### config.mk
export PLATFORM = sky130hd
export DESIGN_NAME = countdown_delay_slot_bank_unit
export DESIGN_NICKNAME = d
export VERILOG_FILES = /design/src/rtl/cdsb_pkg.sv /design/src/rtl/countdown_delay_slot_bank_unit.sv /design/src/rtl/cdsb_datapath.sv /design/src/rtl/cdsb_ctrl.sv
export VERILOG_INCLUDE_DIRS = /design/src /design/src/rtl
export SDC_FILE = /design/constraint.sdc
export NUM_CORES = 1
export LEC_CHECK = 0
export BUFFER_PORTS_ARGS = -buffer_cell sky130_fd_sc_hd__buf_2
export CAP_MARGIN = 20
export CORE_UTILIZATION = 55
export DETAILED_ROUTE_END_ITERATION = 8
export MAX_ROUTING_LAYER = met4
export PLACE_DENSITY = 0.81
export SLEW_MARGIN = 15
export SYNTH_ARGS = -nofsm -noshare
export SYNTH_HDL_FRONTEND = slang
export SYNTH_SLANG_ARGS = --single-unit
export TNS_END_PERCENT = 50
### constraint.sdc
create_clock -name clk -period 5 [get_ports clk]
set_input_delay 0.25 -clock clk [delete_from_list [all_inputs] [get_ports clk]]
set_output_delay 0.25 -clock clk [all_outputs]
set_load 0.01 [all_outputs]
### src/rtl/countdown_delay_slot_bank_unit_macros.svh
// Assertion helpers shared by the block's modules.
// Each expects clk and rst_n in scope.
`ifndef COUNTDOWN_DELAY_SLOT_BANK_UNIT_MACROS_SVH
`define COUNTDOWN_DELAY_SLOT_BANK_UNIT_MACROS_SVH

// Same-cycle implication.
`define CDSB_ASSERT_IMPL(lbl, ante, cons, msg) \
    lbl: assert property (@(posedge clk) disable iff (!rst_n) (ante) |-> (cons)) \
        else $error(msg);

// Next-cycle implication.
`define CDSB_ASSERT_NEXT(lbl, ante, cons, msg) \
    lbl: assert property (@(posedge clk) disable iff (!rst_n) (ante) |=> (cons)) \
        else $error(msg);

`endif

### src/rtl/cdsb_pkg.sv
`timescale 1ns / 1ps

package cdsb_pkg;

    localparam int NUM_SLOTS_DEF   = 8;
    localparam int COUNT_WIDTH_DEF = 32;

    localparam int KIND_W   = 3;
    localparam int SLOT_W   = 3;
    localparam int DUR_W    = 32;
    localparam int STATUS_W = 2;
    localparam int PASSED_W = 16;

    localparam logic [KIND_W-1:0] KIND_TICK    = 3'd0;
    localparam logic [KIND_W-1:0] KIND_NEW     = 3'd1;
    localparam logic [KIND_W-1:0] KIND_ADJUST  = 3'd2;
    localparam logic [KIND_W-1:0] KIND_REMOVE  = 3'd3;
    localparam logic [KIND_W-1:0] KIND_RESTART = 3'd4;
    localparam logic [KIND_W-1:0] KIND_QUERY   = 3'd5;

    localparam logic [STATUS_W-1:0] STATUS_OK       = 2'd0;
    localparam logic [STATUS_W-1:0] STATUS_FULL     = 2'd1;
    localparam logic [STATUS_W-1:0] STATUS_NOT_USED = 2'd2;

    typedef struct packed {
        logic                latch;
        logic                addr_zero;
        logic                addr_slot;
        logic                addr_inc;
        logic                rd_en;
        logic                rd_next;
        logic                do_mod;
        logic                do_new;
        logic                do_remove;
        logic                set_status;
        logic [STATUS_W-1:0] status_val;
        logic                load_out;
    } cmd_t;

    typedef struct packed {
        logic [KIND_W-1:0] kind;
        logic              slot_ok;
        logic              slot_busy;
        logic              full;
        logic              addr_free;
        logic              addr_last;
    } sts_t;

endpackage

### src/rtl/countdown_delay_slot_bank_unit.sv
`timescale 1ns / 1ps

// Bank of NUM_SLOTS countdown slots driven by a shared tick item; one result per item.
// Slot wait/counter pairs live in a single-port-write, registered-read memory; a tick walks
// it one slot per cycle with the next read overlapping the current write. The free-slot
// search for new steps through the in-use bits one per cycle. The next item is accepted
// while a result is still waiting on the output; no clearing pass after reset is needed.
module countdown_delay_slot_bank_unit #(
    parameter int NUM_SLOTS   = cdsb_pkg::NUM_SLOTS_DEF,
    parameter int COUNT_WIDTH = cdsb_pkg::COUNT_WIDTH_DEF
) (
    input  logic                          clk,
    input  logic                          rst_n,
    input  logic                          in_valid,
    output logic                          in_stall,
    input  logic [cdsb_pkg::KIND_W-1:0]   kind,
    input  logic [cdsb_pkg::SLOT_W-1:0]   slot,
    input  logic [cdsb_pkg::DUR_W-1:0]    duration_ms,
    output logic                          out_valid,
    input  logic                          out_stall,
    output logic [cdsb_pkg::STATUS_W-1:0] status,
    output logic [cdsb_pkg::SLOT_W-1:0]   granted_slot,
    output logic                          elapsed,
    output logic [cdsb_pkg::PASSED_W-1:0] ticks_passed,
    output logic                          running
);
    import cdsb_pkg::*;

    cmd_t cmd;
    sts_t sts;

    cdsb_ctrl u_ctrl (
        .clk       (clk),
        .rst_n     (rst_n),
        .in_valid  (in_valid),
        .in_stall  (in_stall),
        .out_valid (out_valid),
        .out_stall (out_stall),
        .sts       (sts),
        .cmd       (cmd)
    );

    cdsb_datapath #(
        .NUM_SLOTS   (NUM_SLOTS),
        .COUNT_WIDTH (COUNT_WIDTH)
    ) u_datapath (
        .clk          (clk),
        .rst_n        (rst_n),
        .cmd          (cmd),
        .sts          (sts),
        .kind         (kind),
        .slot         (slot),
        .duration_ms  (duration_ms),
        .status       (status),
        .granted_slot (granted_slot),
        .elapsed      (elapsed),
        .ticks_passed (ticks_passed),
        .running      (running)
    );

endmodule

### src/rtl/cdsb_datapath.sv
`timescale 1ns / 1ps
`include "countdown_delay_slot_bank_unit_macros.svh"

module cdsb_datapath #(
    parameter int NUM_SLOTS   = cdsb_pkg::NUM_SLOTS_DEF,
    parameter int COUNT_WIDTH = cdsb_pkg::COUNT_WIDTH_DEF
) (
    input  logic                          clk,
    input  logic                          rst_n,
    input  cdsb_pkg::cmd_t                cmd,
    output cdsb_pkg::sts_t                sts,
    input  logic [cdsb_pkg::KIND_W-1:0]   kind,
    input  logic [cdsb_pkg::SLOT_W-1:0]   slot,
    input  logic [cdsb_pkg::DUR_W-1:0]    duration_ms,
    output logic [cdsb_pkg::STATUS_W-1:0] status,
    output logic [cdsb_pkg::SLOT_W-1:0]   granted_slot,
    output logic                          elapsed,
    output logic [cdsb_pkg::PASSED_W-1:0] ticks_passed,
    output logic                          running
);
    import cdsb_pkg::*;

    localparam int CW   = COUNT_WIDTH;
    localparam int AW   = (NUM_SLOTS > 1) ? $clog2(NUM_SLOTS) : 1;
    localparam int CNTW = $clog2(NUM_SLOTS + 1);
    localparam logic [AW-1:0]   LAST_ADDR = AW'(NUM_SLOTS - 1);
    localparam logic [CNTW-1:0] FULL_CNT  = CNTW'(NUM_SLOTS);

    logic [KIND_W-1:0] kind_reg;
    logic [SLOT_W-1:0] slot_reg;
    logic [CW-1:0]     dur_reg;
    logic [AW-1:0]     addr_reg;

    logic [NUM_SLOTS-1:0] in_use_reg;
    logic [NUM_SLOTS-1:0] elapsed_reg;
    logic [NUM_SLOTS-1:0] written_reg;
    logic [CNTW-1:0]      cnt_reg;

    logic [2*CW-1:0] mem [NUM_SLOTS];
    logic [2*CW-1:0] rd_data_reg;
    logic            rd_ok_reg;

    logic [STATUS_W-1:0] res_status_reg;
    logic [SLOT_W-1:0]   res_granted_reg;
    logic                res_el_reg;
    logic [PASSED_W-1:0] res_passed_reg;

    logic [STATUS_W-1:0] out_status_reg;
    logic [SLOT_W-1:0]   out_granted_reg;
    logic                out_el_reg;
    logic [PASSED_W-1:0] out_passed_reg;
    logic                out_running_reg;

    logic [AW-1:0]   slot_addr;
    logic [AW-1:0]   rd_addr;
    logic [CW-1:0]   entry_wait;
    logic [CW-1:0]   entry_cnt;
    logic [CW-1:0]   entry_diff;
    logic            wr_en;
    logic [2*CW-1:0] wr_data;
    logic            set_el;
    logic            clr_el;
    logic            take_query;

    assign slot_addr  = AW'(slot_reg);
    assign rd_addr    = cmd.rd_next ? (addr_reg + AW'(1)) : addr_reg;
    assign entry_wait = rd_ok_reg ? rd_data_reg[2*CW-1:CW] : '0;
    assign entry_cnt  = rd_ok_reg ? rd_data_reg[CW-1:0] : '0;
    assign entry_diff = entry_wait - entry_cnt;

    assign sts.kind      = kind_reg;
    assign sts.slot_ok   = (32'(slot_reg) < 32'(NUM_SLOTS));
    assign sts.slot_busy = in_use_reg[slot_addr];
    assign sts.full      = (cnt_reg >= FULL_CNT);
    assign sts.addr_free = !in_use_reg[addr_reg];
    assign sts.addr_last = (addr_reg == LAST_ADDR);

    always_comb
    begin
        wr_en      = 1'b0;
        wr_data    = {entry_wait, entry_cnt};
        set_el     = 1'b0;
        clr_el     = 1'b0;
        take_query = 1'b0;
        if (cmd.do_new)
        begin
            wr_en   = 1'b1;
            wr_data = {dur_reg, dur_reg};
        end
        else if (cmd.do_mod)
        begin
            case (kind_reg)
                KIND_TICK:
                begin
                    if (in_use_reg[addr_reg])
                    begin
                        if (entry_cnt != '0)
                        begin
                            wr_en   = 1'b1;
                            wr_data = {entry_wait, entry_cnt - CW'(1)};
                        end
                        else
                        begin
                            set_el = 1'b1;
                        end
                    end
                end
                KIND_ADJUST:
                begin
                    wr_en   = 1'b1;
                    wr_data = {dur_reg, entry_cnt};
                end
                KIND_RESTART:
                begin
                    wr_en   = 1'b1;
                    wr_data = {entry_wait, entry_wait};
                    clr_el  = (entry_wait != '0);
                end
                KIND_QUERY:
                begin
                    take_query = 1'b1;
                end
                default:
                begin
                end
            endcase
        end
    end

    always_ff @(posedge clk)
    begin
        if (wr_en)
        begin
            mem[addr_reg] <= wr_data;
        end
        if (cmd.rd_en)
        begin
            rd_data_reg <= mem[rd_addr];
        end
    end

    always_ff @(posedge clk)
    begin
        if (cmd.latch)
        begin
            kind_reg <= kind;
            slot_reg <= slot;
            dur_reg  <= CW'(duration_ms);
        end
        if (cmd.addr_zero)
        begin
            addr_reg <= '0;
        end
        else if (cmd.addr_slot)
        begin
            addr_reg <= slot_addr;
        end
        else if (cmd.addr_inc)
        begin
            addr_reg <= addr_reg + AW'(1);
        end
        if (cmd.rd_en)
        begin
            rd_ok_reg <= written_reg[rd_addr];
        end
        if (cmd.latch)
        begin
            res_status_reg  <= STATUS_OK;
            res_granted_reg <= '0;
            res_el_reg      <= 1'b0;
            res_passed_reg  <= '0;
        end
        else
        begin
            if (cmd.set_status)
            begin
                res_status_reg <= cmd.status_val;
            end
            if (cmd.do_new)
            begin
                res_granted_reg <= SLOT_W'(addr_reg);
            end
            if (take_query)
            begin
                res_el_reg     <= elapsed_reg[addr_reg];
                res_passed_reg <= PASSED_W'(entry_diff);
            end
        end
        if (cmd.load_out)
        begin
            out_status_reg  <= res_status_reg;
            out_granted_reg <= res_granted_reg;
            out_el_reg      <= res_el_reg;
            out_passed_reg  <= res_passed_reg;
            out_running_reg <= (cnt_reg != '0);
        end
    end

    always_ff @(posedge clk or negedge rst_n)
    begin
        if (!rst_n)
        begin
            in_use_reg  <= '0;
            elapsed_reg <= '0;
            written_reg <= '0;
            cnt_reg     <= '0;
        end
        else
        begin
            if (wr_en)
            begin
                written_reg[addr_reg] <= 1'b1;
            end
            if (cmd.do_new)
            begin
                in_use_reg[addr_reg]  <= 1'b1;
                elapsed_reg[addr_reg] <= (dur_reg == '0);
                cnt_reg               <= cnt_reg + CNTW'(1);
            end
            else if (set_el)
            begin
                elapsed_reg[addr_reg] <= 1'b1;
            end
            else if (clr_el)
            begin
                elapsed_reg[addr_reg] <= 1'b0;
            end
            if (cmd.do_remove)
            begin
                in_use_reg[slot_addr] <= 1'b0;
                if (cnt_reg != '0)
                begin
                    cnt_reg <= cnt_reg - CNTW'(1);
                end
            end
        end
    end

    assign status       = out_status_reg;
    assign granted_slot = out_granted_reg;
    assign elapsed      = out_el_reg;
    assign ticks_passed = out_passed_reg;
    assign running      = out_running_reg;

    `CDSB_ASSERT_IMPL(a_cnt_matches, 1'b1, 32'(cnt_reg) == $countones(in_use_reg), "slot count out of step with in-use bits")
    `CDSB_ASSERT_IMPL(a_new_free, cmd.do_new, !in_use_reg[addr_reg], "new claims a busy slot")
    `CDSB_ASSERT_IMPL(a_rd_next_range, cmd.rd_next, addr_reg != LAST_ADDR, "read ahead past last slot")

endmodule

### src/rtl/cdsb_ctrl.sv
`timescale 1ns / 1ps
`include "countdown_delay_slot_bank_unit_macros.svh"

module cdsb_ctrl (
    input  logic           clk,
    input  logic           rst_n,
    input  logic           in_valid,
    output logic           in_stall,
    output logic           out_valid,
    input  logic           out_stall,
    input  cdsb_pkg::sts_t sts,
    output cdsb_pkg::cmd_t cmd
);
    import cdsb_pkg::*;

    localparam logic [2:0] S_IDLE   = 3'd0;
    localparam logic [2:0] S_DECODE = 3'd1;
    localparam logic [2:0] S_SCAN   = 3'd2;
    localparam logic [2:0] S_READ   = 3'd3;
    localparam logic [2:0] S_MOD    = 3'd4;
    localparam logic [2:0] S_DONE   = 3'd5;

    logic [2:0] state_reg;
    logic [2:0] state_next;
    logic       out_valid_reg;
    logic       out_valid_next;

    assign in_stall  = (state_reg != S_IDLE);
    assign out_valid = out_valid_reg;

    always_comb
    begin
        state_next     = state_reg;
        cmd            = '0;
        out_valid_next = out_valid_reg && out_stall;
        unique case (state_reg)
            S_IDLE:
            begin
                if (in_valid)
                begin
                    cmd.latch  = 1'b1;
                    state_next = S_DECODE;
                end
            end
            S_DECODE:
            begin
                unique case (sts.kind) inside
                    KIND_TICK:
                    begin
                        cmd.addr_zero = 1'b1;
                        state_next    = S_READ;
                    end
                    KIND_NEW:
                    begin
                        if (sts.full)
                        begin
                            cmd.set_status = 1'b1;
                            cmd.status_val = STATUS_FULL;
                            state_next     = S_DONE;
                        end
                        else
                        begin
                            cmd.addr_zero = 1'b1;
                            state_next    = S_SCAN;
                        end
                    end
                    KIND_REMOVE:
                    begin
                        if (!sts.slot_ok || !sts.slot_busy)
                        begin
                            cmd.set_status = 1'b1;
                            cmd.status_val = STATUS_NOT_USED;
                        end
                        else
                        begin
                            cmd.do_remove = 1'b1;
                        end
                        state_next = S_DONE;
                    end
                    KIND_ADJUST, KIND_RESTART, KIND_QUERY:
                    begin
                        if (!sts.slot_ok)
                        begin
                            cmd.set_status = 1'b1;
                            cmd.status_val = STATUS_NOT_USED;
                            state_next     = S_DONE;
                        end
                        else
                        begin
                            cmd.addr_slot = 1'b1;
                            state_next    = S_READ;
                        end
                    end
                    default:
                    begin
                        state_next = S_DONE;
                    end
                endcase
            end
            S_SCAN:
            begin
                if (sts.addr_free)
                begin
                    cmd.do_new = 1'b1;
                    state_next = S_DONE;
                end
                else if (sts.addr_last)
                begin
                    cmd.set_status = 1'b1;
                    cmd.status_val = STATUS_FULL;
                    state_next     = S_DONE;
                end
                else
                begin
                    cmd.addr_inc = 1'b1;
                end
            end
            S_READ:
            begin
                cmd.rd_en  = 1'b1;
                state_next = S_MOD;
            end
            S_MOD:
            begin
                cmd.do_mod = 1'b1;
                if ((sts.kind == KIND_TICK) && !sts.addr_last)
                begin
                    cmd.rd_en    = 1'b1;
                    cmd.rd_next  = 1'b1;
                    cmd.addr_inc = 1'b1;
                end
                else
                begin
                    state_next = S_DONE;
                end
            end
            S_DONE:
            begin
                if (!out_valid_reg || !out_stall)
                begin
                    cmd.load_out   = 1'b1;
                    out_valid_next = 1'b1;
                    state_next     = S_IDLE;
                end
            end
            default:
            begin
                state_next = S_IDLE;
            end
        endcase
    end

    always_ff @(posedge clk or negedge rst_n)
    begin
        if (!rst_n)
        begin
            state_reg     <= S_IDLE;
            out_valid_reg <= 1'b0;
        end
        else
        begin
            state_reg     <= state_next;
            out_valid_reg <= out_valid_next;
        end
    end

    `CDSB_ASSERT_IMPL(a_load_free, cmd.load_out, !out_valid_reg || !out_stall, "result overwritten while stalled")
    `CDSB_ASSERT_NEXT(a_accept_decode, in_valid && !in_stall, state_reg == S_DECODE, "accepted item not decoded")
    `CDSB_ASSERT_NEXT(a_single_mod, (state_reg == S_MOD) && (sts.kind != KIND_TICK), state_reg == S_DONE, "single-slot op did not finish")

endmodule

Word-level counts from Yosys, hierarchy flattened
Memory sizes are Yosys's and may differ from the RTL's. A register that Yosys moved wholly into a read port is not among the register bits.
Cells that the tools add are included.
Storage, ports and cells
  flip-flop bits (word level): 119
  RAM bits: 512
  bits of input ports: 42
  output and inout bits: 25
  word-level logic and storage cells: 159
  memories: 1
Memories
  u_datapath.mem: words 8, width 64, read ports 1, clocked after memory_dff 1, wr ports 1, line cdsb_datapath.sv:39  | logic [2*CW-1:0] mem [NUM_SLOTS];
Cells by class
  add/sub/neg operators: 5
  magnitude comparators: 6
  equal/unequal tests: 15
  muxes and demuxes: 84
  bitwise logic cells: 7
  reductions and logical operators: 21
Operators by type and width (count)
  $pmux 64 s3: 1
  $mux 32: 4
  $mux 64: 2
  $reduce_bool 32->1: 2
  $mux 3: 14
  $mux 8: 5
  $mux 1: 38
  $logic_not 32->1: 1
  $sub 32x1->32 const B: 1
  $or 8x8->8: 3
  $pmux 3 s2: 3
  $pmux 3 s6: 1
  $and 8x8->8: 2
  $not 8->8: 2
  $sub 16x16->16: 1
  $eq 3x3->1 const B: 5
  $bmux 1 s3: 4
  $eq 3x2->1 const B: 4
  $lt 3x4->1 const B: 3
  $mux 4: 3
  $bwmux 8: 1
  $pmux 1 s2: 4
  $demux 1 s3: 2
  $eq 3x1->1 const B: 2
  20 further kinds: 30

Logic depth before layout (Yosys ltp)
Gate-level depths: netlist (run 1).
  word-level depth: 10
  mapped depth: 17
  gate-level depth less buffers: 12

Hierarchy
From an unflattened synthesis (run 1), not the netlist that was laid out.
Unflattened totals
  cell total of the unflattened synthesis: 1822
  area, all modules: 29545.8 µm²
Modules (own cells, without submodules)
  cdsb_datapath: times used 1, cells each 1769, area each 29146.7 µm²
  cdsb_ctrl: times used 1, cells each 53, area each 399.1 µm²

Worst setup path before layout (run 1)
No wires, ideal clock.
  path kind: flip-flop to flip-flop
  start point: reg u_datapath.addr_reg[0]
  end point: mem u_datapath.mem[3][0] (netlist name) (enable)
  data arrival time: 4.175 ns
  required time: 4.525 ns
  slack: 0.350 ns
  cell stages (with the launch flop): 6
  clock period less this slack: 4.650 ns
  cells stage by stage: dfxtp_1 -> mux4_2 -> mux2i_2 -> and3_1 -> a21oi_4 -> nor3_2
Between the ends
  longest elaborated chain between the ends: 8
  elaborated cells on any way between the ends: 10
  classes of those cells: mux (10)
Ends and longest elaborated chain
  from (decl): line cdsb_datapath.sv:32  | logic [AW-1:0] addr_reg;
  from (signal assigned): line cdsb_datapath.sv:156  | addr_reg <= slot_addr;
  from (signal assigned): line cdsb_datapath.sv:160  | addr_reg <= addr_reg + AW'(1);
  $bmux 1 s3: line cdsb_datapath.sv:75, cdsb_datapath.sv:95
  $mux 1 (implied by the code): line cdsb_datapath.sv:75, cdsb_datapath.sv:95
  $mux 1: line cdsb_datapath.sv:95  | if (in_use_reg[addr_reg])
  $pmux 1 s2: line cdsb_datapath.sv:92  | case (kind_reg)
  $mux 1: line cdsb_datapath.sv:90  | else if (cmd.do_mod)
  $mux 1: line cdsb_datapath.sv:85  | if (cmd.do_new)
  $mux 1: line cdsb_datapath.sv:132  | if (wr_en)
  $mux 1 (implied by the code): line cdsb_datapath.sv:134  | mem[addr_reg] <= wr_data;
  to (decl): line cdsb_datapath.sv:39
Parallel ways exist; a longest one is shown, timed or not. The select of a mux whose other input is x is not followed.

Final worst setup path (run 1)
  start point: reg u_datapath.addr_reg[0]
  end point: mem u_datapath.mem[6][18] (netlist name) (data pin)
Between the ends
  longest elaborated chain between the ends: 6
  elaborated cells on any way between the ends: 8
  classes of those cells: mux (8)
Ends and longest elaborated chain
  $bmux 1 s3 (*): line cdsb_datapath.sv:75, cdsb_datapath.sv:95
  $mux 1 (implied by the code) (*): line cdsb_datapath.sv:75, cdsb_datapath.sv:95
  $mux 32: line cdsb_datapath.sv:95
  $pmux 64 s3: line cdsb_datapath.sv:92
  $mux 64: line cdsb_datapath.sv:90
  $mux 64 (*): line cdsb_datapath.sv:85
  net u_datapath.wr_data[18]: line cdsb_datapath.sv:60  | logic [2*CW-1:0] wr_data;
Mark *: on every way through the listed nets, which the timed path passes. The rest lies on a longest branch. The select of a mux whose other input is x is not followed.

==> results of run 1 <==
## cells in the mapped netlist, drive strengths merged (4+ instances only)
cell    instances  area, sq um
a22oi          16        120.1
nor3b           4        30.03
nor4           22        167.7
inv            25        93.84
nand2b         10        70.06
nor2b          30        205.2
mux2i           9        93.84
clkbuf         56        210.2
dfrtp          32        800.8
or3             4        25.02
nand4          13        81.33
nor3           22        126.4
nor2           78        302.8
and2            8        50.05
a22o           14        122.6
o21ai          99        495.5
a41oi          13        113.9
o311ai          8        70.06
a31oi          24        156.4
dfxtp          25        500.5
or4             6        52.55
maj3            6        60.06
nand3          24        130.1
edfxtp        638        19160
o21a            6        45.04
or2            10        62.56
o31ai          12        90.09
mux2           65        732.0
xnor2           9        78.83
xor2           14        122.6
a211oi         11        82.58
a21oi          98        509.2
a32oi           4        35.03
mux4          132         2973
nand2         140        528.0
a221oi         11        96.34
o211ai          7        52.55
ha              7        87.58
buf            49        311.5
and3            8        50.05
## path summary, 6_finish.rpt
kind	start	endpoint	slack (ps)
max	u_datapath.addr_reg[0]	u_datapath.mem[6][18]	1040
min	rst_n	u_datapath.in_use_reg[6]	230
max reg2reg	u_datapath.addr_reg[0]	u_datapath.mem[6][18]	1040
min reg2reg	u_datapath.res_passed_reg[3]	u_datapath.ticks_passed[3]	430
max in group asynchronous	rst_n	u_ctrl.state_reg[2]	4280
min in group clk	in_valid	u_datapath.res_status_reg[0]	240
## routing by layer
| layer | wire length [microns] | part of all wire | vias up |
|---|---|---|---|
| met2 | 34110 | 0.46 | 1185 |
| met3 | 8114 | 0.11 | 200 |
| met4 | 2907 | 0.039 | 0 |
| met1 | 29120 | 0.39 | 8986 |
| li1 | - | - | 7457 |
| met5 | 0 | 0 | - |
## power breakdown
part / switching [mW] / leakage (nW) / internal (mW)
registers: 0.706 / 6.45 / 7.78
clock network: 2.29 / 1.09 / 2.85
logic: 3.19 / 3.43 / 2.40
total: 6.18 / 11.0 / 13.0
## placed cells by master, fill, tap and decap left out, drive strengths merged, types with 11 or more instances in the layout
cell,count
a211oi,11
a21oi,98
a221oi,11
a22o,14
a22oi,16
a31oi,24
a41oi,13
buf,101
clkbuf,85
clkinv,31
dfrtp,32
dfxtp,25
dlygate4sd3,40
edfxtp,638
inv,31
mux2,65
mux4,132
nand2,140
nand3,24
nand4,13
nor2,78
nor2b,30
nor3,22
nor4,22
o21ai,99
o31ai,12
xor2,14
## per-stage QoR
stage | util | area, sq um
after CTS | 0.6313 | 33310
after floorplan | - | 29430
after detailed placement | 0.5810 | 30650
final | 0.6317 | 33330
after global routing | 0.6317 | 33330
after global placement | 0.5807 | 30640
## critical path, delay by kind of cell, from the launching register on
family          cells  cell delay, ps
simple gates        1             390
compound gates      1             950
buf+inv             1             390
mux                 2            1190
flops               1             660
## kinds of logic (layout without fill, tap and decap cells)
kind of cell,after synthesis,in the layout
flops,695,695
simple gates,385,385
compound gates,357,357
mux,206,206
buf+inv,130,292
xor+xnor,23,23
fa+ha+maj,13,13
other cells,0,2
## final cells by class
type	count	area, sq um	area share
Clock inverter	41	401.6	0.01205
Timing Repair Buffer	141	1172	0.03518
Multi-Input combinational cell	984	8483	0.2545
Sequential cell	695	20460	0.6139
Clock buffer	85	1851	0.05553
Antenna cell	2	5.005	0.0001502
Inverter	25	93.84	0.002816
Tap cell	688	860.8	0.02583
==> impl_metrics.py, run 1 <==
metrics = {
    "timing": {
        "period_share": 0.7915,
        "timing.final.max_slew_violations": 0,
        "fin_tns_setup_ps": 0,
        "whs_ps": 230.7,
        "setup_viol": 0,
        "layout_setup_ws_ps": 1042,
        "relSlewSlack": 0.2929,
        "finClkSkew_ps": 55.97,
        "max_clock_freq_ghz": 0.2527,
        "rsz0062_at_grt": "no",
        "fin_crit_ps": 3958,
        "final_hold_viol_count": 0,
        "worst_slew_pin_slew_ps": 1061,
    },
    "final_layout": {
        "largest_reg_flops": 512,
        "drive_above_1_share": 0.2182,
        "fin_cells": 2661,
        "n_fill_cell": 3526,
        "nNetsFinal": 1965,
        "syn_to_final_growth_pct": 13.22,
    },
    "clock_network": {
        "clkTransAtPathRegs_ps": 60,
        "post_cts_buffers": 0,
        "clockBufferDepth": 3,
        "ctsResizeCount": 0,
        "root_buffer": "clkbuf_16",
        "cts_tree": "yes",
        "cts_made_buffers": 69,
        "worst_skew_pair.late_latency_ps": 660,
        "cts_sinks": 695,
        "cts-hold-fix-buffers": 40,
        "h-tree-depth": 3,
    },
    "flow_run": {
        "drv_cap": 0,
    },
    "place": {
        "io_buffer_count": 66,
        "gp_congestion": 0.9361,
        "post-place-cells": 2493,
        "dp_hpwl_microns": 41210,
        "place_ws_ps": 1259,
    },
    "power": {
        "p_per_area_nw_per_um2": 576.5,
        "ir_drop_v": 0.0005237,
        "finalPower_mw": 19.21,
        "p_leak_nw": 10.97,
    },
    "synth": {
        "synth-seq-cells": 695,
        "syn_nets": 1858,
        "yosys.area_share.simple": 0.06563,
        "ys_types": 80,
        "synth-compound-area-share": 0.07745,
        "synth.avg_cell_area_sq_um": 16.27,
        "synth_flop_cell": "edfxtp_1",
        "yosysSeqAreaShare": 0.6951,
        "synth_mux_area_frac": 0.1291,
        "syn-cell-area_sq_um": 29430,
        "synth-edff-count": 638,
        "async_reset_ff_frac": 0.04604,
        "synth_warnings": 0,
        "synthXorXnorAreaFrac": 0.006844,
        "synth_top_family_by_area": "multiplexers",
        "synthAdderAreaFrac": 0.005016,
        "postSynthCellCount": 1809,
    },
    "run_status": {
        "status": "complete, but fails checks",
        "violations": "design-rule violations",
    },
    "setup_path": {
        "crit_chain": "mux4_2 > mux2i_2 > nand3_2 > buf_4 > a221oi_1",
        "worstSetupPathType": "register to register",
        "slowest_stage": "a221oi_1",
        "cp.arrival_ps": 4240,
        "critPathMaxStageDelay_ps": 950,
        "critPathMaxFanout": 44,
        "reg2regPathDepth": 5,
        "cp.required_ps": 5280,
        "cp-start-kind": "register",
        "end_kind": "register",
    },
    "route": {
        "final_antenna_net_count": 0,
        "wl_per_cell_microns": 27.90,
        "avgViaCountPerCell": 6.700,
        "drc": 18,
        "via_count": 17830,
        "first_pass_iters": 8,
        "totalWireLength_microns": 74250,
        "drt_iter0_drc": 2463,
    },
    "die": {
        "dieArea_sq_um": 54450,
        "ios": 67,
        "coreArea_sq_um": 52760,
        "die_h_microns": 233.3,
        "rows": 84,
        "start_util": 0.5579,
        "die_w_microns": 233.3,
    },
    "grt": {
        "grt_overflow": 0,
        "grt_pass1_vias": 17740,
        "grt_pass1_wl_microns": 112100,
        "antenna_found_initial": 2,
        "grt_use_met2": 0.4241,
        "grtUsageMet1": 0.3934,
        "grt.total_usage": 0.2899,
        "grt_max_degree": 70,
        "busiest_layer": "met2",
        "gr-usage-met3": 0.06763,
    },
    "min_path": {
        "hp-class": "input port to asynchronous set/reset pin",
    },
}
(Power assumes the default switching activity.)
==> inputs of run 2 (changes only) <==
--- a/config.mk
+++ b/config.mk
@@ -11,7 +11,7 @@
 export CORE_UTILIZATION = 55
 export DETAILED_ROUTE_END_ITERATION = 8
 export MAX_ROUTING_LAYER = met4
-export PLACE_DENSITY = 0.81
+export PLACE_DENSITY = 0.84
 export SLEW_MARGIN = 15
 export SYNTH_ARGS = -nofsm -noshare
 export SYNTH_HDL_FRONTEND = slang
==> constraint.sdc (replaced) <==
create_clock -name clk -period 3.5 [get_ports clk]
set_input_delay 0.175 -clock clk [delete_from_list [all_inputs] [get_ports clk]]
set_output_delay 0.175 -clock clk [all_outputs]
set_load 0.01 [all_outputs]
==> impl_metrics.py, run 2 (synthesis gave the netlist of run 1 again) <==
metrics = {
    "min_path": {
        "hp-class": "input port to register",
        "hp-start": "in_valid",
        "hold_depth": 3,
        "min_to": "u_datapath.res_status_reg[0]",
    },
    "power": {
        "ir_drop_v": 0.0006537,
        "p_per_area_nw_per_um2": 827.9,
        "p_leak_nw": 11.25,
    },
    "timing": {
        "setup_viol": 0,
        "finClkSkew_ps": 28.11,
        "max_clock_freq_ghz": 0.2970,
        "rsz0062_at_grt": "no",
        "fin_crit_ps": 3367,
        "relSlewSlack": 0.3304,
        "period_share": 0.9619,
        "final_hold_viol_count": 0,
        "timing.final.max_slew_violations": 0,
        "worst_slew_pin_slew_ps": 995.9,
        "layout_setup_ws_ps": 133.5,
    },
    "clock_network": {
        "root_buffer": "clkbuf_16",
        "cts_sinks": 695,
        "cts_tree": "yes",
        "clockBufferDepth": 3,
        "h-tree-depth": 3,
        "cts_made_buffers": 68,
        "clkTransAtPathRegs_ps": 70,
        "worst_skew_pair.late_latency_ps": 620,
    },
    "grt": {
        "grt.total_usage": 0.2978,
        "antenna_found_initial": 3,
        "gr-usage-met3": 0.08533,
        "grt_pass1_vias": 18070,
        "busiest_layer": "met2",
        "grt_pass1_wl_microns": 114000,
        "grtUsageMet1": 0.3937,
        "grt_max_degree": 80,
        "grt_use_met2": 0.4408,
        "grt_overflow": 0,
    },
    "setup_path": {
        "end_kind": "register",
        "cp.arrival_ps": 3810,
        "cp.required_ps": 3940,
        "critPathMaxFanout": 10,
        "reg2reg_slack_ps": 130,
        "worstSetupPathType": "register to register",
        "r2r-end": "u_datapath.res_passed_reg[13]",
        "cp-start-kind": "register",
        "reg2reg_from": "u_datapath.rd_ok_reg",
        "reg2regPathDepth": 11,
    },
    "die": {
        "dieArea_sq_um": 54450,
        "start_util": 0.5579,
        "die_w_microns": 233.3,
        "rows": 84,
        "coreArea_sq_um": 52760,
        "die_h_microns": 233.3,
        "ios": 67,
    },
    "flow_run": {
        "drv_cap": 0,
    },
    "final_layout": {
        "final_cell_mix": "edfxtp_1 (638), nand2_1 (139), mux4_2 (132)",
        "largest_reg_flops": 512,
        "n_fill_cell": 3539,
        "final_core_util": 0.6398,
        "nNetsFinal": 2025,
        "layout_commonest_cell": "edfxtp_1",
        "syn_to_final_growth_pct": 14.69,
        "stdcell_area_sq_um": 33760,
        "drive_above_1_share": 0.2445,
    },
    "place": {
        "gp_congestion": 1.028,
        "dpl_cell_area_sq_um": 31190,
        "place_ws_ps": 207.5,
        "io_buffer_count": 66,
        "dp_hpwl_microns": 46050,
    },
    "route": {
        "via_count": 18470,
        "first_pass_iters": 9,
        "totalWireLength_microns": 77100,
        "drc": 17,
        "wl_per_cell_microns": 28.34,
        "avgViaCountPerCell": 6.792,
        "drt_iter0_drc": 2915,
        "final_antenna_net_count": 0,
    },
    "run_status": {
        "status": "complete, but fails checks",
        "violations": "design-rule violations",
    },
}
-- run 2: worst max-delay path, cell delays in order, from the launching register on --
cell,delay (ps)
edfxtp_1,520
buf_4,220
nand2_1,230
ha_1,360
nor2b_1,170
o31ai_2,350
o211ai_1,200
a211o_1,350
o211a_1,290
o21ai_1,190
xnor2_1,200
a21oi_1,110
-- run 2: power breakdown --
part	internal [mW]	switching [mW]	leakage, nW	total (mW)
clock	4.02	3.15	1.06	7.17
combinational	3.76	5.12	3.75	8.88
sequential	11.1	0.798	6.45	11.9
-- run 2: metrics by stage --
| step | setup TNS (ps) | power, mW | std cells | hold WS [ps] |
|---|---|---|---|---|
| 2_1_floorplan | -42890 | 17.75 | 1809 | -120.6 |
| 3_3_place_gp | 0 | 20.22 | 2552 | 285.2 |
| 3_5_place_dp | 0 | 20.58 | 2553 | 316.7 |
| 4_1_cts | 0 | 27.76 | 2716 | 118.7 |
| 5_1_grt | 0 | 28.87 | 2720 | 160.3 |
| 6_report | 0 | 27.95 | 2720 | 142.7 |
-- run 2: timing repair --
item	CTS	global route
gates resized for setup	0	2
endpoints found under the setup margin	0	2
buffers inserted	0	0
hold buffers	40	0
hold endpoints to repair	77	0
-- run 2: worst max-delay path by stage --
| stage | start | endpoint | slack (ps) |
|---|---|---|---|
| 6_report | u_datapath.rd_ok_reg | u_datapath.res_passed_reg[13] | 130 |
| 2_1_floorplan | u_datapath.rd_ok_reg | u_datapath.res_passed_reg[13] | -270 |
| 3_3_place_gp | u_datapath.addr_reg[0] | u_datapath.mem[3][57] | 310 |
| 4_1_cts | u_datapath.rd_ok_reg | u_datapath.res_passed_reg[13] | 170 |
| 3_5_place_dp | u_datapath.rd_ok_reg | u_datapath.res_passed_reg[13] | 210 |
| 5_1_grt | u_datapath.rd_data_reg[8] | u_datapath.mem[4][24] | 30 |
-- run 2: final cells by class --
class,instances,area [sq um],share of cell area
diodes,3,7.507,0.0002224
clock buffers,83,1821,0.05393
clock inverters,40,322.8,0.009562
inverters,25,93.84,0.002780
multi-input cells,984,8496,0.2517
flip-flops and latches,695,20460,0.6062
well taps,688,860.8,0.02550
repair buffers,202,1694,0.05018
-- run 2: metal layers --
layer | vias up | share of wire
met5 | - | 0
met4 | 0 | 0.042
met3 | 282 | 0.14
met2 | 1498 | 0.46
met1 | 9108 | 0.37
li1 | 7586 | -
